[src/rtl/ifc_pkg.sv]
package ifc_pkg;

	// verdict codes
	typedef enum logic [1:0] {
		VERDICT_PASS    = 2'd0,
		VERDICT_REQUEST = 2'd1,
		VERDICT_STATS   = 2'd2,
		VERDICT_ARP     = 2'd3
	} verdict_t;

	// configuration register indexes
	typedef enum logic [1:0] {
		CFG_OWN_IP    = 2'd0,
		CFG_OWN_MAC   = 2'd1,
		CFG_REQ_PORT  = 2'd2,
		CFG_STAT_PORT = 2'd3
	} cfg_index_t;

	localparam logic [31:0] OWN_IP_RESET    = (32'd10 << 24) | (32'd0 << 16) | (32'd0 << 8) | 32'd2;
	localparam logic [15:0] REQ_PORT_RESET  = 16'd15712;
	localparam logic [15:0] STAT_PORT_RESET = REQ_PORT_RESET + 16'd1;

	localparam logic [15:0] ETH_TYPE_IPV4 = {8'h08, 8'h00};
	localparam logic [15:0] ETH_TYPE_ARP  = {8'h08, 8'h06};
	localparam logic [7:0]  IP_PROTO_UDP  = 8'd17;
	localparam logic [15:0] ARP_OP_REQ    = 16'd1;

	localparam int IFC_QUEUE_DEPTH = 4;

	typedef struct packed {
		logic [31:0] own_ip;
		logic [15:0] req_port;
		logic [15:0] stat_port;
	} ifc_cfg_t;

	// one classified frame, passed from the parser to the result stage
	typedef struct packed {
		verdict_t    verdict;
		logic [31:0] ip_src;
		logic [31:0] arp_ip;
		logic [15:0] udp_sport;
		logic [3:0]  ihl;
		logic [15:0] udp_len;
		logic [47:0] src_mac;
		logic [47:0] arp_hw;
		logic [31:0] frame_count;
	} ifc_rec_t;

endpackage

[src/rtl/ingress_frame_classifier.sv]
// Ingress frame classifier: Ethernet / IPv4 / UDP / ARP.
// Ingress channel: one frame byte per request (frame_byte, frame_end on the
// last byte), valid/ready. One byte is taken every cycle while the internal
// queue has room; frames are back to back with no gap needed.
// Result channel: one request per frame, issued for its last byte, with the
// verdict (pass, memory request, statistics request, ARP reply), the peer
// addresses, UDP payload offset/length and the running IPv4 frame count.
// Result path: the parser pushes the record into the queue when the last
// byte is accepted; the output register takes it when empty or read.
// Throughput: one byte per cycle, set by the byte-wide parser; one result
// per frame, which needs at least one byte, so results never outpace bytes.
// Stall: if result_ready stays low, finished frames wait in the queue
// (QUEUE_DEPTH entries plus the output register); ingress_ready drops only
// once the queue is full, so bytes keep flowing for several short frames.
// Reset: arst_n clears the parser, frame counter, queue and output valid;
// the configuration registers return to their defaults (10.0.0.2, ports
// 15712 / 15713). Configuration is written through cfg_we / cfg_index /
// cfg_wdata, one register per cycle, and takes effect at once.
module ingress_frame_classifier #(
	parameter int QUEUE_DEPTH = ifc_pkg::IFC_QUEUE_DEPTH
) (
	input  logic        clk,
	input  logic        arst_n,
	input  logic        cfg_we,
	input  logic [1:0]  cfg_index,
	input  logic [47:0] cfg_wdata,
	input  logic        ingress_valid,
	output logic        ingress_ready,
	input  logic [7:0]  frame_byte,
	input  logic        frame_end,
	output logic        result_valid,
	input  logic        result_ready,
	output logic [1:0]  verdict,
	output logic [31:0] peer_ip,
	output logic [15:0] peer_port,
	output logic [6:0]  payload_offset,
	output logic [15:0] payload_length,
	output logic [47:0] peer_mac,
	output logic [47:0] requester_hw_addr,
	output logic [31:0] ipv4_frames_seen
);
	import ifc_pkg::*;

	logic [31:0] own_ip_q;
	logic [15:0] req_port_q;
	logic [15:0] stat_port_q;
	ifc_cfg_t    cfg;

	logic        accept;
	logic        q_full;
	logic        q_push;
	logic        q_pop;
	logic        q_valid;
	ifc_rec_t    q_wr;
	ifc_rec_t    q_rd;

	// config registers; writes to the own MAC index are ignored here
	always_ff @(posedge clk or negedge arst_n) begin
		if (!arst_n) begin
			own_ip_q    <= OWN_IP_RESET;
			req_port_q  <= REQ_PORT_RESET;
			stat_port_q <= STAT_PORT_RESET;
		end else if (cfg_we) begin
			case (cfg_index_t'(cfg_index))
				CFG_OWN_IP:    own_ip_q    <= cfg_wdata[31:0];
				CFG_REQ_PORT:  req_port_q  <= cfg_wdata[15:0];
				CFG_STAT_PORT: stat_port_q <= cfg_wdata[15:0];
				default: ;
			endcase
		end
	end

	always_comb begin
		cfg.own_ip    = own_ip_q;
		cfg.req_port  = req_port_q;
		cfg.stat_port = stat_port_q;
	end

	// front: byte parser and classifier
	assign ingress_ready = !q_full;
	assign accept        = ingress_valid && ingress_ready;

	ifc_parser u_parser (
		.clk        (clk),
		.arst_n     (arst_n),
		.cfg        (cfg),
		.accept     (accept),
		.frame_byte (frame_byte),
		.frame_end  (frame_end),
		.rec_push   (q_push),
		.rec        (q_wr)
	);

	// decoupling queue between classifier and result stage
	ifc_queue #(
		.DEPTH (QUEUE_DEPTH)
	) u_queue (
		.clk      (clk),
		.arst_n   (arst_n),
		.push     (q_push),
		.wr_data  (q_wr),
		.full     (q_full),
		.pop      (q_pop),
		.rd_valid (q_valid),
		.rd_data  (q_rd)
	);

	// back: result forming and output register
	ifc_emit u_emit (
		.clk               (clk),
		.arst_n            (arst_n),
		.rec_valid         (q_valid),
		.rec               (q_rd),
		.rec_pop           (q_pop),
		.result_valid      (result_valid),
		.result_ready      (result_ready),
		.verdict           (verdict),
		.peer_ip           (peer_ip),
		.peer_port         (peer_port),
		.payload_offset    (payload_offset),
		.payload_length    (payload_length),
		.peer_mac          (peer_mac),
		.requester_hw_addr (requester_hw_addr),
		.ipv4_frames_seen  (ipv4_frames_seen)
	);

endmodule

[src/rtl/ifc_parser.sv]
module ifc_parser (
	input  logic            clk,
	input  logic            arst_n,
	input  ifc_pkg::ifc_cfg_t cfg,
	input  logic            accept,
	input  logic [7:0]      frame_byte,
	input  logic            frame_end,
	output logic            rec_push,
	output ifc_pkg::ifc_rec_t rec
);
	import ifc_pkg::*;

	localparam logic [6:0] POS_MAX = 7'd127;

	logic [6:0]  pos_q;
	logic [15:0] eth_q, eth_d;
	logic [47:0] src_mac_q, src_mac_d;
	logic [3:0]  ihl_q, ihl_d;
	logic [7:0]  proto_q, proto_d;
	logic [31:0] ip_src_q, ip_src_d;
	logic [31:0] ip_dst_q, ip_dst_d;
	logic [15:0] sport_q, sport_d;
	logic [15:0] dport_q, dport_d;
	logic [15:0] ulen_q, ulen_d;
	logic [15:0] arp_op_q, arp_op_d;
	logic [47:0] arp_hw_q, arp_hw_d;
	logic [31:0] arp_ip_q, arp_ip_d;
	logic [31:0] arp_tip_q, arp_tip_d;
	logic [31:0] count_q, count_next;

	logic [6:0] base;
	logic [6:0] rel;
	logic       in_udp;
	logic       is_ipv4;
	logic       udp_ok;
	verdict_t   verdict;

	always_comb begin
		ihl_d     = (pos_q == 7'd14) ? frame_byte[3:0] : ihl_q;
		base      = 7'd14 + {1'b0, ihl_d, 2'b00};
		in_udp    = (pos_q >= base) && (pos_q < base + 7'd8);
		rel       = pos_q - base;

		eth_d     = eth_q;
		src_mac_d = src_mac_q;
		proto_d   = proto_q;
		ip_src_d  = ip_src_q;
		ip_dst_d  = ip_dst_q;
		sport_d   = sport_q;
		dport_d   = dport_q;
		ulen_d    = ulen_q;
		arp_op_d  = arp_op_q;
		arp_hw_d  = arp_hw_q;
		arp_ip_d  = arp_ip_q;
		arp_tip_d = arp_tip_q;

		if (pos_q >= 7'd6 && pos_q <= 7'd11) src_mac_d = {src_mac_q[39:0], frame_byte};
		if (pos_q == 7'd12 || pos_q == 7'd13) eth_d = {eth_q[7:0], frame_byte};
		if (pos_q == 7'd23) proto_d = frame_byte;
		if (pos_q >= 7'd26 && pos_q <= 7'd29) ip_src_d = {ip_src_q[23:0], frame_byte};
		if (pos_q >= 7'd30 && pos_q <= 7'd33) ip_dst_d = {ip_dst_q[23:0], frame_byte};
		if (pos_q == 7'd20 || pos_q == 7'd21) arp_op_d = {arp_op_q[7:0], frame_byte};
		if (pos_q >= 7'd22 && pos_q <= 7'd27) arp_hw_d = {arp_hw_q[39:0], frame_byte};
		if (pos_q >= 7'd28 && pos_q <= 7'd31) arp_ip_d = {arp_ip_q[23:0], frame_byte};
		if (pos_q >= 7'd38 && pos_q <= 7'd41) arp_tip_d = {arp_tip_q[23:0], frame_byte};
		if (in_udp) begin
			case (rel[2:1])
				2'd0: sport_d = {sport_q[7:0], frame_byte};
				2'd1: dport_d = {dport_q[7:0], frame_byte};
				2'd2: ulen_d  = {ulen_q[7:0], frame_byte};
				default: ;
			endcase
		end

		// frame length is pos_q + 1, so each length test is one less here
		is_ipv4 = (pos_q >= 7'd13) && (eth_d == ETH_TYPE_IPV4);
		udp_ok  = (pos_q >= 7'd33) && (pos_q >= base + 7'd7) &&
			(ip_dst_d == cfg.own_ip) && (proto_d == IP_PROTO_UDP);

		verdict = VERDICT_PASS;
		if (is_ipv4) begin
			if (udp_ok && dport_d == cfg.req_port) verdict = VERDICT_REQUEST;
			else if (udp_ok && dport_d == cfg.stat_port) verdict = VERDICT_STATS;
		end else if (pos_q >= 7'd41 && eth_d == ETH_TYPE_ARP &&
			arp_op_d == ARP_OP_REQ && arp_tip_d == cfg.own_ip) begin
			verdict = VERDICT_ARP;
		end

		count_next = is_ipv4 ? count_q + 32'd1 : count_q;
	end

	assign rec_push = accept && frame_end;

	always_comb begin
		rec.verdict     = verdict;
		rec.ip_src      = ip_src_d;
		rec.arp_ip      = arp_ip_d;
		rec.udp_sport   = sport_d;
		rec.ihl         = ihl_d;
		rec.udp_len     = ulen_d;
		rec.src_mac     = src_mac_d;
		rec.arp_hw      = arp_hw_d;
		rec.frame_count = count_next;
	end

	always_ff @(posedge clk or negedge arst_n) begin
		if (!arst_n) begin
			pos_q     <= '0;
			eth_q     <= '0;
			src_mac_q <= '0;
			ihl_q     <= '0;
			proto_q   <= '0;
			ip_src_q  <= '0;
			ip_dst_q  <= '0;
			sport_q   <= '0;
			dport_q   <= '0;
			ulen_q    <= '0;
			arp_op_q  <= '0;
			arp_hw_q  <= '0;
			arp_ip_q  <= '0;
			arp_tip_q <= '0;
			count_q   <= '0;
		end else if (accept) begin
			if (frame_end) begin
				pos_q     <= '0;
				eth_q     <= '0;
				src_mac_q <= '0;
				ihl_q     <= '0;
				proto_q   <= '0;
				ip_src_q  <= '0;
				ip_dst_q  <= '0;
				sport_q   <= '0;
				dport_q   <= '0;
				ulen_q    <= '0;
				arp_op_q  <= '0;
				arp_hw_q  <= '0;
				arp_ip_q  <= '0;
				arp_tip_q <= '0;
				count_q   <= count_next;
			end else begin
				pos_q     <= (pos_q != POS_MAX) ? pos_q + 7'd1 : pos_q;
				eth_q     <= eth_d;
				src_mac_q <= src_mac_d;
				ihl_q     <= ihl_d;
				proto_q   <= proto_d;
				ip_src_q  <= ip_src_d;
				ip_dst_q  <= ip_dst_d;
				sport_q   <= sport_d;
				dport_q   <= dport_d;
				ulen_q    <= ulen_d;
				arp_op_q  <= arp_op_d;
				arp_hw_q  <= arp_hw_d;
				arp_ip_q  <= arp_ip_d;
				arp_tip_q <= arp_tip_d;
			end
		end
	end

endmodule

[src/rtl/ifc_queue.sv]
module ifc_queue #(
	parameter int DEPTH = ifc_pkg::IFC_QUEUE_DEPTH
) (
	input  logic            clk,
	input  logic            arst_n,
	input  logic            push,
	input  ifc_pkg::ifc_rec_t wr_data,
	output logic            full,
	input  logic            pop,
	output logic            rd_valid,
	output ifc_pkg::ifc_rec_t rd_data
);
	import ifc_pkg::*;

	localparam int AW = $clog2(DEPTH);
	localparam int CW = $clog2(DEPTH + 1);

	ifc_rec_t        mem_q [DEPTH];
	logic [AW-1:0]   wr_ptr_q;
	logic [AW-1:0]   rd_ptr_q;
	logic [CW-1:0]   count_q;

	assign full     = (count_q == CW'(DEPTH));
	assign rd_valid = (count_q != '0);
	assign rd_data  = mem_q[rd_ptr_q];

	always_ff @(posedge clk) begin
		if (push) begin
			mem_q[wr_ptr_q] <= wr_data;
		end
	end

	always_ff @(posedge clk or negedge arst_n) begin
		if (!arst_n) begin
			wr_ptr_q <= '0;
			rd_ptr_q <= '0;
			count_q  <= '0;
		end else begin
			if (push) begin
				wr_ptr_q <= (wr_ptr_q == AW'(DEPTH - 1)) ? '0 : wr_ptr_q + 1'b1;
			end
			if (pop) begin
				rd_ptr_q <= (rd_ptr_q == AW'(DEPTH - 1)) ? '0 : rd_ptr_q + 1'b1;
			end
			case ({push, pop})
				2'b10:   count_q <= count_q + 1'b1;
				2'b01:   count_q <= count_q - 1'b1;
				default: count_q <= count_q;
			endcase
		end
	end

	a_no_overflow: assert property (@(posedge clk) disable iff (!arst_n)
		full |-> !push)
		else $error("push into full queue");

	a_no_underflow: assert property (@(posedge clk) disable iff (!arst_n)
		!rd_valid |-> !pop)
		else $error("pop from empty queue");

	a_count_up: assert property (@(posedge clk) disable iff (!arst_n)
		(push && !pop) |=> count_q == $past(count_q) + 1'b1)
		else $error("queue fill count lost a push");

endmodule

[src/rtl/ifc_emit.sv]
module ifc_emit (
	input  logic            clk,
	input  logic            arst_n,
	input  logic            rec_valid,
	input  ifc_pkg::ifc_rec_t rec,
	output logic            rec_pop,
	output logic            result_valid,
	input  logic            result_ready,
	output logic [1:0]      verdict,
	output logic [31:0]     peer_ip,
	output logic [15:0]     peer_port,
	output logic [6:0]      payload_offset,
	output logic [15:0]     payload_length,
	output logic [47:0]     peer_mac,
	output logic [47:0]     requester_hw_addr,
	output logic [31:0]     ipv4_frames_seen
);
	import ifc_pkg::*;

	logic        valid_q;
	logic        load;
	logic        is_udp;
	logic        is_arp;
	verdict_t    verdict_q;
	logic [31:0] peer_ip_q;
	logic [15:0] peer_port_q;
	logic [6:0]  poff_q;
	logic [15:0] plen_q;
	logic [47:0] peer_mac_q;
	logic [47:0] req_hw_q;
	logic [31:0] count_q;

	assign load    = rec_valid && (!valid_q || result_ready);
	assign rec_pop = load;
	assign is_udp  = (rec.verdict == VERDICT_REQUEST) || (rec.verdict == VERDICT_STATS);
	assign is_arp  = (rec.verdict == VERDICT_ARP);

	always_ff @(posedge clk or negedge arst_n) begin
		if (!arst_n) begin
			valid_q <= 1'b0;
		end else if (load) begin
			valid_q <= 1'b1;
		end else if (result_ready) begin
			valid_q <= 1'b0;
		end
	end

	always_ff @(posedge clk) begin
		if (load) begin
			verdict_q   <= rec.verdict;
			peer_ip_q   <= is_udp ? rec.ip_src : (is_arp ? rec.arp_ip : '0);
			peer_port_q <= is_udp ? rec.udp_sport : '0;
			poff_q      <= is_udp ? 7'd22 + {1'b0, rec.ihl, 2'b00} : '0;
			plen_q      <= (is_udp && rec.udp_len >= 16'd8) ? rec.udp_len - 16'd8 : '0;
			peer_mac_q  <= rec.src_mac;
			req_hw_q    <= is_arp ? rec.arp_hw : '0;
			count_q     <= rec.frame_count;
		end
	end

	assign result_valid      = valid_q;
	assign verdict           = verdict_q;
	assign peer_ip           = peer_ip_q;
	assign peer_port         = peer_port_q;
	assign payload_offset    = poff_q;
	assign payload_length    = plen_q;
	assign peer_mac          = peer_mac_q;
	assign requester_hw_addr = req_hw_q;
	assign ipv4_frames_seen  = count_q;

	a_pass_clean: assert property (@(posedge clk) disable iff (!arst_n)
		(valid_q && verdict_q == VERDICT_PASS) |->
		(peer_ip_q == '0 && peer_port_q == '0 && req_hw_q == '0))
		else $error("pass verdict carries peer fields");

	a_no_drop: assert property (@(posedge clk) disable iff (!arst_n)
		(valid_q && !result_ready) |-> !load)
		else $error("result overwritten while stalled");

endmodule
[config.mk]
export PLATFORM = sky130hd
export DESIGN_NAME = ingress_frame_classifier
export DESIGN_NICKNAME = d
export VERILOG_FILES = /design/src/rtl/ifc_pkg.sv /design/src/rtl/ingress_frame_classifier.sv /design/src/rtl/ifc_parser.sv /design/src/rtl/ifc_queue.sv /design/src/rtl/ifc_emit.sv
export SDC_FILE = /design/constraint.sdc
export NUM_CORES = 2
export LEC_CHECK = 0
export ABC_AREA = 1
export BUFFER_PORTS_ARGS = -buffer_cell sky130_fd_sc_hd__buf_4
export CAP_MARGIN = 5
export CORE_MARGIN = 2
export CORE_UTILIZATION = 50
export DETAILED_ROUTE_END_ITERATION = 12
export PLACE_DENSITY = 0.63
export SETUP_SLACK_MARGIN = 0.3
export SKIP_LAST_GASP = 1
export SLEW_MARGIN = 20
export SYNTH_ARGS = -nofsm -noshare
export SYNTH_HDL_FRONTEND = slang
export SYNTH_SLANG_ARGS = --single-unit
[constraint.sdc]
create_clock -name clk -period 41.2 [get_ports clk]
set_input_delay 2.06 -clock clk [delete_from_list [all_inputs] [get_ports clk]]
set_output_delay 2.06 -clock clk [all_outputs]
set_load 0.01 [all_outputs]
==> impl_metrics.py <==
metrics = {
    "clock_network": {
        "root_buffer": "clkbuf_16",
        "hold_buffers": 0,
        "post_cts_buffers": 0,
        "clk_path_buf_depth": 3,
        "cts_tree": "yes",
        "clk_pin_slew_ps": 60,
        "clk_latency_ps": 790,
        "numCtsBuffers": 162,
        "ctsHtreeMaxLevel": 4,
        "clkSinkCount": 1547,
        "cts_resized": 0,
    },
    "cells_and_area": {
        "layout_common_cells": "1120 x edfxtp_1, 964 x nand2_1, 823 x o21ai_0",
        "nets": 6227,
        "stdcell_count": 8007,
        "final_common_cell": "edfxtp_1",
        "areaGrowthSynthToFinish_pct": 13.3,
        "drive_above_1_share_pct": 10.5,
    },
    "logic_synthesis": {
        "seq_area_frac_synth_pct": 68.5,
        "syn_inst": 6007,
        "synthFlopType": "edfxtp_1",
        "synth-seq-cells": 1547,
        "async_flop_share_pct": 27.6,
        "syn_area_sq_um": 64700,
        "syn_avg_cell_area_sq_um": 10.8,
        "synth_edf_count": 1120,
        "ys_types": 51,
        "yosysWarnings": 0,
        "syn_nets": 6096,
    },
    "routing": {
        "postRouteWirelength_um": 160000,
        "drt_drc_violations_left": 0,
        "antenna_left": 0,
        "num_vias": 43700,
        "vias_per_cell": 5.46,
        "drt_iter0_drc": 3839,
        "first_pass_iters": 6,
        "post_drt_wl_per_cell_um": 19.9,
    },
    "hold_path": {
        "worst_hold_path_type": "reg2reg",
        "min_from": "u_queue.count_q[0]",
        "hold_depth": 1,
        "min_to": "u_queue.count_q[0]",
    },
    "sta": {
        "worst_slew_margin_rel_pct": 27.7,
        "slew_violations": 0,
        "setup_tns_ps": 0,
        "worst_pin_slew_ps": 1080,
        "rsz0062_at_grt": "no",
        "finalHoldViolCount": 0,
        "setup_viol_count_final": 0,
        "fin_crit_sh_pct": 16.3,
        "period_needed_ps": 6730,
        "skew_ps": 30.6,
        "fmax_mhz": 149,
    },
    "floorplanning": {
        "die-area_sq_um": 132000,
        "ios": 267,
        "num_rows": 131,
        "fp.dieW_um": 364,
        "core_sq_um": 128000,
        "start_util_pct": 50.5,
        "die_h_um": 364,
    },
    "power_and_ir_drop": {
        "powerDensity_nw_per_um2": 66.1,
        "fin_total_pwr_mw": 4.85,
        "p_leak_nw": 30.5,
        "seqPwrFrac_pct": 43.7,
        "switching_share_pct": 34.1,
        "max-vdd-ir-drop_mv": 0.105,
        "p_sw_mw": 1.65,
        "pwr-share-comb_pct": 27.0,
        "clkPwrFrac_pct": 29.3,
        "internal_power_mw": 3.19,
    },
    "critical_path": {
        "crit_arrival_ps": 7130,
        "crit_path_start_kind": "input pin",
        "rr_endpoint": "u_queue.mem_q[3][202]",
        "r2r_slack_ps": 35190,
        "cp_max_fo": 56,
        "r2r_cells": 11,
        "critPathKind": "in2reg",
        "worstPathRequired_ps": 41600,
        "timing.rr.start": "u_queue.count_q[0]",
        "end_kind": "flip-flop",
    },
    "place": {
        "gp_congestion": 0.857,
        "portBuffers": 249,
        "dp_cells": 7701,
        "dp_hpwl_um": 89000,
    },
    "job": {
        "maxCapViolCount": 0,
    },
    "run_status": {
        "status": "finished, final reports clean",
    },
    "global_routing": {
        "antenna_found_initial": 7,
        "grt_pass1_wl_um": 244000,
        "track_usage_pct": 24.0,
        "grt_max_degree": 198,
        "grt_overflow": 0,
        "grt_pass1_vias": 41800,
    },
}
==> power groups by stage <==
stage	registers [mW]	logic, mW	clock network (mW)
after detailed placement	2.15	1.31	0
after global routing	2.14	1.45	1.51
final	2.12	1.31	1.42
after CTS	2.12	1.32	1.45
after global placement	2.15	1.30	0
after floorplan	2.21	0.733	0
==> Yosys cell counts, types with 3 or more instances <==
| cell type | count | area [sq um] |
|---|---|---|
| a21oi_1 | 104 | 521 |
| a32o_1 | 4 | 40.0 |
| a32oi_1 | 3 | 26.3 |
| and2_1 | 6 | 37.5 |
| buf_1 | 29 | 109 |
| buf_2 | 20 | 100 |
| buf_4 | 3 | 22.5 |
| clkbuf_1 | 284 | 1070 |
| clkinv_1 | 4 | 15.0 |
| dfrtp_1 | 409 | 10200 |
| dfstp_2 | 18 | 473 |
| edfxtp_1 | 1120 | 33600 |
| ha_1 | 24 | 300 |
| inv_1 | 613 | 2300 |
| inv_2 | 5 | 18.8 |
| mux2_2 | 4 | 45.0 |
| nand2_1 | 968 | 3630 |
| nand2_2 | 24 | 150 |
| nand3_1 | 229 | 1150 |
| nand3b_1 | 16 | 120 |
| nand4_1 | 18 | 113 |
| nor2_1 | 710 | 2670 |
| nor2_2 | 4 | 25.0 |
| nor3_1 | 25 | 125 |
| nor4_1 | 6 | 37.5 |
| o211ai_1 | 9 | 67.6 |
| o21ai_0 | 823 | 4120 |
| o21ai_1 | 16 | 80.1 |
| o21ai_2 | 18 | 158 |
| o22a_1 | 6 | 52.6 |
| o22ai_1 | 399 | 2500 |
| or2_2 | 6 | 37.5 |
| xnor2_1 | 4 | 35.0 |
| xor2_1 | 55 | 482 |
==> worst max-delay path, stage by stage <==
cell and delay [ps]:
buf_4 80, nand2_2 40, buf_4 400, nor2_4 190, inv_1 340, nor2_4 530
buf_4 760, buf_4 860, buf_4 860, buf_4 860
==> flip-flops by register name (all words and copies together) (netlist names), 48 cells and up <==
register	count
u_queue.mem_q	920
u_emit.peer_mac	48
u_emit.requester_hw_addr	48
u_parser.arp_hw_q	48
u_parser.src_mac_q	48
==> cells by family (layout without fill, tap and decap cells) <==
group | count (synthesis) | count (layout) | synth area share (%)
adders and majority gates | 25 | 25 | 0.495
other | 1 | 2 | 0.00580
buffers and inverters | 964 | 1234 | 5.73
DFF | 1547 | 1547 | 68.5
xor gates and xnor gates | 59 | 59 | 0.799
and+or+nand+nor | 2018 | 2018 | 12.6
AOI/OAI and AO/OA | 1389 | 1389 | 11.8
muxes | 4 | 4 | 0.0696
==> area by class of cell <==
type	count	area (sq um)
sequential	1547	44300
inverter	624	2370
clock inverter	73	701
multi-input combinational	3496	16800
tap	1729	2160
fill	10700	54700
antenna	1	2.50
clock buffer	230	4540
timing repair buffer	307	2410
==> layer usage <==
| metal | wire length (um) | vias up | global-route usage (%) |
|---|---|---|---|
| met1 | 70200 | 21300 | 33.4 |
| met4 | 4210 | 2 | 7.80 |
| met3 | 9950 | 222 | 4.09 |
| li1 | - | 20900 | - |
| met5 | 11 | - | 0 |
| met2 | 75300 | 1238 | 38.6 |
==> metrics by stage <==
| step | worst slack (ps) | hold slack, ps | cell area, sq um | utilization (%) |
|---|---|---|---|---|
| final | 34470 | 474 | 73300 | 57.3 |
| after detailed placement | 33550 | 466 | 68000 | 53.1 |
| after global placement | 33520 | 461 | 68000 | 53.1 |
| after global routing | 34180 | 506 | 73300 | 57.3 |
| after floorplan | 26750 | 446 | 64700 | - |
| after CTS | 34380 | 479 | 73300 | 57.2 |
==> worst max path at each step <==
stage	to	cells past startpoint	slack [ps]	startpoint
final	u_queue.mem_q[3][202]	10	34470	ingress_valid
after detailed placement	u_queue.mem_q[3][222]	10	33550	ingress_valid
after floorplan	u_queue.count_q[2]	8	26750	result_ready
after global routing	u_queue.mem_q[3][144]	10	34180	ingress_valid
after CTS	u_queue.mem_q[3][203]	10	34380	ingress_valid
after global placement	u_queue.mem_q[3][226]	10	33520	ingress_valid
(Power assumes the default switching activity.)
